===== src/hw/rtl/p3at_pkg.sv =====
package p3at_pkg;

  localparam int CORDIC_STEPS_DEF = 16;
  localparam int ATAN_COUNT = 24;

  // Angle path is Q.30 with headroom for the +-8 rad input range
  localparam int ANG_W = 36;
  // CORDIC x/y datapath, Q.30 with growth room
  localparam int CS_W  = 34;
  // Point minus reference, full width
  localparam int PT_W  = 33;
  // Product width of a PT_W by 32 bit multiply
  localparam int PR_W  = 65;
  // Pre-saturation coordinate width
  localparam int Q_W   = 50;

  localparam logic signed [ANG_W-1:0] PI_Q30      = 36'sd3373259426;
  localparam logic signed [ANG_W-1:0] HALF_PI_Q30 = 36'sd1686629713;
  localparam logic signed [ANG_W-1:0] TWO_PI_Q30  = 36'sd6746518852;
  localparam logic signed [CS_W-1:0]  GAIN_Q30    = 34'sd652032874;
  localparam logic signed [CS_W-1:0]  ONE_Q30     = 34'sd1073741824;

  typedef enum logic [3:0] {
    OP_TRANSLATE = 4'd0,
    OP_ROT_X     = 4'd1,
    OP_ROT_Y     = 4'd2,
    OP_ROT_Z     = 4'd3,
    OP_SCALE     = 4'd4,
    OP_REL_ROT_X = 4'd5,
    OP_REL_ROT_Y = 4'd6,
    OP_REL_ROT_Z = 4'd7,
    OP_REL_SCALE = 4'd8
  } op_t;

  typedef enum logic [2:0] {
    MODE_PASS,
    MODE_ADD,
    MODE_ROT_X,
    MODE_ROT_Y,
    MODE_ROT_Z,
    MODE_SCALE
  } mode_t;

  typedef struct packed {
    logic [3:0]         req_type;
    logic signed [31:0] point_x;
    logic signed [31:0] point_y;
    logic signed [31:0] point_z;
    logic signed [31:0] operand_x;
    logic signed [31:0] operand_y;
    logic signed [31:0] operand_z;
    logic signed [31:0] ref_x;
    logic signed [31:0] ref_y;
    logic signed [31:0] ref_z;
    logic signed [19:0] angle;
  } in_req_t;

  typedef struct packed {
    logic signed [31:0] result_x;
    logic signed [31:0] result_y;
    logic signed [31:0] result_z;
  } res_t;

  // Per-beat payload carried alongside the CORDIC
  typedef struct packed {
    mode_t                 mode;
    logic                  rel;
    logic signed [PT_W-1:0] px;
    logic signed [PT_W-1:0] py;
    logic signed [PT_W-1:0] pz;
    logic signed [31:0]    ox;
    logic signed [31:0]    oy;
    logic signed [31:0]    oz;
    logic signed [31:0]    rx;
    logic signed [31:0]    ry;
    logic signed [31:0]    rz;
  } payload_t;

  function automatic int cordic_depth(input int steps);
    return (steps < ATAN_COUNT) ? steps : ATAN_COUNT;
  endfunction

  // Total latency from accept to result strobe
  function automatic int core_latency(input int steps);
    return cordic_depth(steps) + 6;
  endfunction

  function automatic logic [29:0] atan_q30(input int idx);
    logic [29:0] v;
    case (idx)
      0:  v = 30'd843314857;
      1:  v = 30'd497837829;
      2:  v = 30'd263043837;
      3:  v = 30'd133525159;
      4:  v = 30'd67021687;
      5:  v = 30'd33543516;
      6:  v = 30'd16775851;
      7:  v = 30'd8388437;
      8:  v = 30'd4194283;
      9:  v = 30'd2097149;
      10: v = 30'd1048576;
      11: v = 30'd524288;
      12: v = 30'd262144;
      13: v = 30'd131072;
      14: v = 30'd65536;
      15: v = 30'd32768;
      16: v = 30'd16384;
      17: v = 30'd8192;
      18: v = 30'd4096;
      19: v = 30'd2048;
      20: v = 30'd1024;
      21: v = 30'd512;
      22: v = 30'd256;
      23: v = 30'd128;
      default: v = '0;
    endcase
    return v;
  endfunction

endpackage


===== src/hw/rtl/p3at_cordic.sv =====
module p3at_cordic #(
  parameter int STEPS = p3at_pkg::CORDIC_STEPS_DEF
) (
  input  logic                             clk,
  input  logic                             rst_n,
  input  logic                             in_valid,
  input  logic signed [p3at_pkg::ANG_W-1:0] in_angle,
  input  logic                             in_neg,
  output logic                             out_valid,
  output logic signed [31:0]               cos_o,
  output logic signed [31:0]               sin_o
);
  import p3at_pkg::*;

  localparam int N = cordic_depth(STEPS);

  logic signed [CS_W-1:0]  x_r [1:N];
  logic signed [CS_W-1:0]  y_r [1:N];
  logic signed [ANG_W-1:0] z_r [1:N];
  logic                    neg_r [1:N];
  logic                    v_r [1:N];

  logic                    vo_r;
  logic signed [31:0]      cos_r;
  logic signed [31:0]      sin_r;

  for (genvar i = 0; i < N; i++) begin : g_step
    logic signed [CS_W-1:0]  xi;
    logic signed [CS_W-1:0]  yi;
    logic signed [ANG_W-1:0] zi;
    logic                    ni;
    logic                    vi;
    logic signed [ANG_W-1:0] at;

    if (i == 0) begin : g_first
      assign xi = GAIN_Q30;
      assign yi = '0;
      assign zi = in_angle;
      assign ni = in_neg;
      assign vi = in_valid;
    end else begin : g_next
      assign xi = x_r[i];
      assign yi = y_r[i];
      assign zi = z_r[i];
      assign ni = neg_r[i];
      assign vi = v_r[i];
    end

    assign at = $signed({{(ANG_W-30){1'b0}}, atan_q30(i)});

    always_ff @(posedge clk) begin
      if (!rst_n) begin
        v_r[i+1] <= 1'b0;
      end else begin
        v_r[i+1] <= vi;
      end
      neg_r[i+1] <= ni;
      // rotate toward zero residual angle
      if (zi >= 0) begin
        x_r[i+1] <= xi - (yi >>> i);
        y_r[i+1] <= yi + (xi >>> i);
        z_r[i+1] <= zi - at;
      end else begin
        x_r[i+1] <= xi + (yi >>> i);
        y_r[i+1] <= yi - (xi >>> i);
        z_r[i+1] <= zi + at;
      end
    end
  end

  logic signed [CS_W-1:0] xf;
  logic signed [CS_W-1:0] yf;

  assign xf = neg_r[N] ? -x_r[N] : x_r[N];
  assign yf = neg_r[N] ? -y_r[N] : y_r[N];

  always_ff @(posedge clk) begin
    if (!rst_n) begin
      vo_r <= 1'b0;
    end else begin
      vo_r <= v_r[N];
    end
    // clamp to +-1.0
    if (xf > ONE_Q30)       cos_r <= 32'(ONE_Q30);
    else if (xf < -ONE_Q30) cos_r <= -32'(ONE_Q30);
    else                    cos_r <= xf[31:0];
    if (yf > ONE_Q30)       sin_r <= 32'(ONE_Q30);
    else if (yf < -ONE_Q30) sin_r <= -32'(ONE_Q30);
    else                    sin_r <= yf[31:0];
  end

  assign out_valid = vo_r;
  assign cos_o     = cos_r;
  assign sin_o     = sin_r;

endmodule


===== config.mk =====
export PLATFORM = sky130hd
export DESIGN_NAME = p3at_cordic
export DESIGN_NICKNAME = d
export VERILOG_FILES = /design/src/hw/rtl/p3at_pkg.sv /design/src/hw/rtl/p3at_cordic.sv
export SDC_FILE = /design/constraint.sdc
export NUM_CORES = 2
export LEC_CHECK = 0
export BUFFER_PORTS_ARGS = -buffer_cell sky130_fd_sc_hd__buf_2
export CAP_MARGIN = 10
export CORE_UTILIZATION = 40
export CTS_CLUSTER_DIAMETER = 150
export DETAILED_ROUTE_END_ITERATION = 8
export GPL_ROUTABILITY_DRIVEN = 0
export PLACE_DENSITY_LB_ADDON = 0.3
export SYNTH_ARGS = -nofsm -noshare
export SYNTH_HDL_FRONTEND = slang
export SYNTH_SLANG_ARGS = --single-unit

===== constraint.sdc =====
create_clock -name clk -period 5.1 [get_ports clk]
set_input_delay 1.02 -clock clk [delete_from_list [all_inputs] [get_ports clk]]
set_output_delay 1.02 -clock clk [all_outputs]
set_load 0.02 [all_outputs]

==> run_summary.xml <==
<?xml version="1.0" encoding="UTF-8"?>
<metrics>
  <group name="sta">
    <metric name="timing_worst_slew_pin_value" unit="ns">1.23</metric>
    <metric name="hold_viol_final" unit="">0</metric>
    <metric name="maxClockFrequency" unit="MHz">204</metric>
    <metric name="fin_crit_sh" unit="%">96.0</metric>
    <metric name="finalMaxSlewViolations" unit="">0</metric>
    <metric name="skew" unit="ns">0.0698</metric>
    <metric name="final_number_of_setup_violating_endpoints" unit="">0</metric>
    <metric name="slew_headroom" unit="%">17.1</metric>
    <metric name="min_period" unit="ns">4.90</metric>
    <metric name="setup_ws" unit="ns">0.204</metric>
    <metric name="worst_hold_slack_across_all_endpoints" unit="ns">0.258</metric>
  </group>
  <group name="worst_setup_path">
    <metric name="arrival" unit="ns">5.66</metric>
    <metric name="max_stage_delay" unit="ns">0.53</metric>
    <metric name="cp_required" unit="ns">5.86</metric>
    <metric name="timing_worst_setup_path_type" unit="">flop to flop</metric>
    <metric name="buffer_and_inverter_count_on_the_worst_path" unit="">1</metric>
    <metric name="crit_path_top_delay_cell" unit="">sky130_fd_sc_hd__or3b_2</metric>
    <metric name="crit_path_start_kind" unit="">flop</metric>
    <metric name="maximum_fanout_along_the_worst_path" unit="">6</metric>
    <metric name="critical_path.cell_chain" unit="">buf_4, or3_1, or3b_2, or3_1, o31ai_1, xor2_1, ha_1, a21o_1, a21o_1, a21o_1, a21o_1, a21o_1, a21oi_1, o2111ai_1, o221ai_1, a21oi_1, a21oi_1, xnor2_1</metric>
    <metric name="timing.critical_path.max_delay_family" unit="">compound AO/OA/AOI/OAI gates</metric>
    <metric name="r2r_cells" unit="">18</metric>
    <metric name="critical_path_cell_count" unit="">18</metric>
    <metric name="critical_path.most_common_cell" unit="">sky130_fd_sc_hd__a21o_1</metric>
    <metric name="setup.worst_path.end_class" unit="">flop</metric>
  </group>
  <group name="synth">
    <metric name="post_synth_inst_count" unit="">13500</metric>
    <metric name="synth_compound_area_share" unit="%">22.1</metric>
    <metric name="netlist_area" unit="µm²">115000</metric>
    <metric name="synth_warnings" unit="">0</metric>
    <metric name="synth.ff_latch_count" unit="">1597</metric>
    <metric name="synth_adder_area_share" unit="%">16.0</metric>
    <metric name="synthArstFlopShare" unit="%">0</metric>
    <metric name="syn-num-nets" unit="">15000</metric>
    <metric name="synthXorXnorAreaFrac" unit="%">14.4</metric>
    <metric name="synth_edf_count" unit="">0</metric>
    <metric name="combinational_family_with_the_most_area_after_synthesis" unit="">compound AO/OA/AOI/OAI gates</metric>
    <metric name="ys.flop_type" unit="">sky130_fd_sc_hd__dfxtp_1</metric>
    <metric name="muxShareOfSynthArea" unit="%">0.453</metric>
    <metric name="synthSimpleGateAreaFrac" unit="%">16.6</metric>
    <metric name="synth_area_per_cell" unit="µm²">8.49</metric>
    <metric name="seq_total_area_yosys" unit="%">27.9</metric>
    <metric name="ys_types" unit="">101</metric>
  </group>
  <group name="clock_network">
    <metric name="cell_chosen_for_the_clock_root" unit="">sky130_fd_sc_hd__clkbuf_16</metric>
    <metric name="cts-root-to-sink-buffers" unit="">4</metric>
    <metric name="worst_setup_hold_path_clk_slew" unit="ns">0.06</metric>
    <metric name="cts_num_sinks" unit="">1597</metric>
    <metric name="cts_hold_repair.buffers" unit="">0</metric>
    <metric name="cts-buffers-inserted" unit="">184</metric>
    <metric name="cts_tree" unit="">done</metric>
    <metric name="cts-htree-levels" unit="">4</metric>
    <metric name="worstSkewPairLatency" unit="ns">0.86</metric>
  </group>
  <group name="drt">
    <metric name="post_drt_via_cell_ratio" unit="">5.42</metric>
    <metric name="antenna_violating_nets_left" unit="">0</metric>
    <metric name="routedWlPerCell" unit="µm">17.5</metric>
    <metric name="remaining_drc_errors" unit="">0</metric>
    <metric name="first_pass_iters" unit="">7</metric>
    <metric name="drt_iter0_drc" unit="">6299</metric>
    <metric name="vias" unit="">99200</metric>
    <metric name="postRouteWirelength" unit="µm">321000</metric>
  </group>
  <group name="floorplan">
    <metric name="core-area" unit="µm²">285000</metric>
    <metric name="dieWidth" unit="µm">538</metric>
    <metric name="initial_core_util" unit="%">40.2</metric>
    <metric name="chipHeight" unit="µm">538</metric>
    <metric name="dieArea" unit="µm²">289000</metric>
    <metric name="io_pins" unit="">105</metric>
    <metric name="std_cell_rows" unit="">196</metric>
  </group>
  <group name="outcome">
    <metric name="run_status" unit="">finished, final reports clean</metric>
  </group>
  <group name="global_routing">
    <metric name="grt_antenna_before_repair" unit="">8</metric>
    <metric name="grt_pass1_wl" unit="µm">507000</metric>
    <metric name="gr-usage-all-layers" unit="%">21.6</metric>
    <metric name="grt_pass1_vias" unit="">94200</metric>
    <metric name="grt_max_degree" unit="">52</metric>
    <metric name="grt.overflow.total" unit="">0</metric>
  </group>
  <group name="cells_and_area">
    <metric name="synthToLayoutAreaGrowth" unit="%">15.3</metric>
    <metric name="num-fill-cells" unit="">28000</metric>
    <metric name="final_layout_size_suffix_gt1_share" unit="%">10.4</metric>
    <metric name="post_layout_nonfiller_instances" unit="">18300</metric>
    <metric name="layout.nets" unit="">15900</metric>
    <metric name="final_core_util" unit="%">46.4</metric>
  </group>
  <group name="flow_run">
    <metric name="max_cap_violations" unit="">0</metric>
  </group>
  <group name="placement">
    <metric name="io_buffer_count" unit="">104</metric>
    <metric name="detailedPlace.worstSlack" unit="ns">-0.179</metric>
    <metric name="dp.final_hpwl" unit="µm">264000</metric>
    <metric name="place.detailed.instances" unit="">18000</metric>
  </group>
  <group name="hold_path">
    <metric name="worst_hold_path_type" unit="">input pin to flop</metric>
    <metric name="hold_path_stages" unit="">1</metric>
  </group>
</metrics>
cell families (layout without fill, tap and decap cells):
group	Yosys count	count (layout)
AOI/OAI and AO/OA	3940	3940
xor gates and xnor gates	1888	1888
adders and majority gates	1438	1438
buffers and inverters	775	1792
DFF	1597	1597
muxes	50	50
other	0	2
and+or+nand+nor	3831	3831
final timing paths:
kind                            slack (ns)           end          from
worst max register to register        0.20   x_r[0][540]   y_r[0][490]
worst min-delay path                  0.26   neg_r[0][1]        in_neg
worst max-delay path                  0.20   x_r[0][540]   y_r[0][490]
worst min register to register        0.31  neg_r[0][12]  neg_r[0][11]
stage by stage:
step / setup TNS (ns) / cell area, µm²
after CTS: 0 / 132000
final: 0 / 132000
after global placement: -1.04 / 125000
after detailed placement: -0.929 / 125000
after global routing: -0.393 / 132000
after floorplan: 0 / 115000
sequential cells by signal, summed over array words and instances, names as in the netlist:
register and cells:
out_valid 1, y_r 511, cos_o 32, z_r 505
v_r 16, sin_o 32, x_r 484, neg_r 16
cells in the final DEF, fill, tap and decap left out, drive strengths merged, types with 87 or more instances in the layout:
| cell | n |
|---|---|
| nor2 | 1068 |
| nor4 | 172 |
| nor2b | 205 |
| o21bai | 161 |
| o21a | 208 |
| nor3 | 304 |
| a211oi | 96 |
| inv | 574 |
| o41ai | 92 |
| buf | 902 |
| nand4 | 90 |
| nand3 | 271 |
| dfxtp | 1597 |
| ha | 1392 |
| o21ai | 802 |
| xnor2 | 1202 |
| a21oi | 1175 |
| clkbuf | 242 |
| or4 | 87 |
| nand2b | 224 |
| o31ai | 196 |
| and2 | 89 |
| nand2 | 839 |
| or3 | 148 |
| xor2 | 685 |
| a21o | 592 |
| and3 | 149 |
cells in the mapped netlist (all sizes together), types with 23 or more instances:
library cell  instances  share of area, %
a311oi               24              0.18
and4                 31              0.24
o2111ai              33              0.25
o21ai               802               3.5
nand3               271               1.2
a211o                46              0.35
a31o                 39              0.30
or3                 148              0.82
o41ai                92              0.72
or2                  69              0.38
a221o                32              0.28
xor2                685               5.2
o31a                 39              0.30
and3                149              0.81
xnor2              1202               9.2
nand2               839               2.7
nor2               1068               3.6
clkbuf              187              0.61
nor3                304               1.3
o211ai               42              0.27
o31ai               196               1.3
nor2b               205               1.1
dfxtp              1597                28
or4                  87              0.58
and2                 89              0.49
inv                 553               1.8
buf                  30              0.15
a21boi               57              0.37
a21oi              1175               5.1
ha                 1392                15
fa                   46              0.80
nand3b               23              0.15
o21a                208               1.4
mux2i                35              0.31
a31oi                82              0.45
a41oi                24              0.19
o21bai              161               1.1
a211oi               96              0.63
nor4                172              0.96
nand2b              224               1.2
nand4                90              0.49
a21o                592               3.9
final cells by class:
class	instances	area (µm²)	share of cell area, %
multi-input combinational	11100	80500	60.8
sequential	1597	32000	24.2
timing repair buffer	902	6690	5.06
clock buffer	242	5200	3.94
tap	3762	4710	3.56
inverter	558	2100	1.59
clock inverter	90	1130	0.854
antenna	2	5.00	0.00378
worst reg2reg max path: stages (launching register included):
cell and delay, ns:
sky130_fd_sc_hd__dfxtp_1 0.31, sky130_fd_sc_hd__buf_4 0.16, sky130_fd_sc_hd__or3_1 0.38, sky130_fd_sc_hd__or3b_2 0.53, sky130_fd_sc_hd__or3_1 0.44, sky130_fd_sc_hd__o31ai_1 0.29
sky130_fd_sc_hd__xor2_1 0.27, sky130_fd_sc_hd__ha_1 0.35, sky130_fd_sc_hd__a21o_1 0.20, sky130_fd_sc_hd__a21o_1 0.16, sky130_fd_sc_hd__a21o_1 0.19, sky130_fd_sc_hd__a21o_1 0.18
sky130_fd_sc_hd__a21o_1 0.19, sky130_fd_sc_hd__a21oi_1 0.23, sky130_fd_sc_hd__o2111ai_1 0.13, sky130_fd_sc_hd__o221ai_1 0.28, sky130_fd_sc_hd__a21oi_1 0.15, sky130_fd_sc_hd__a21oi_1 0.21
sky130_fd_sc_hd__xnor2_1 0.15
timing repair:
action                     4_1_cts  5_1_grt
setup buffers                    0       11
setup endpoints to repair       22      145
resized for setup                5      143
gates cloned                     0        0
pin swaps                        0       44
per-layer routing:
layer | vias up | GRT usage, % | part of all wire (%)
li1 | 50700 | - | -
met1 | 45900 | 27.7 | 45
met2 | 2106 | 36.5 | 46
met3 | 558 | 2.21 | 4.4
met4 | 4 | 9.31 | 4.6
met5 | - | 0 | 0.0081
Power is not shown: default switching activity piles up to over one toggle a cycle in this logic, so the estimate is an artifact.
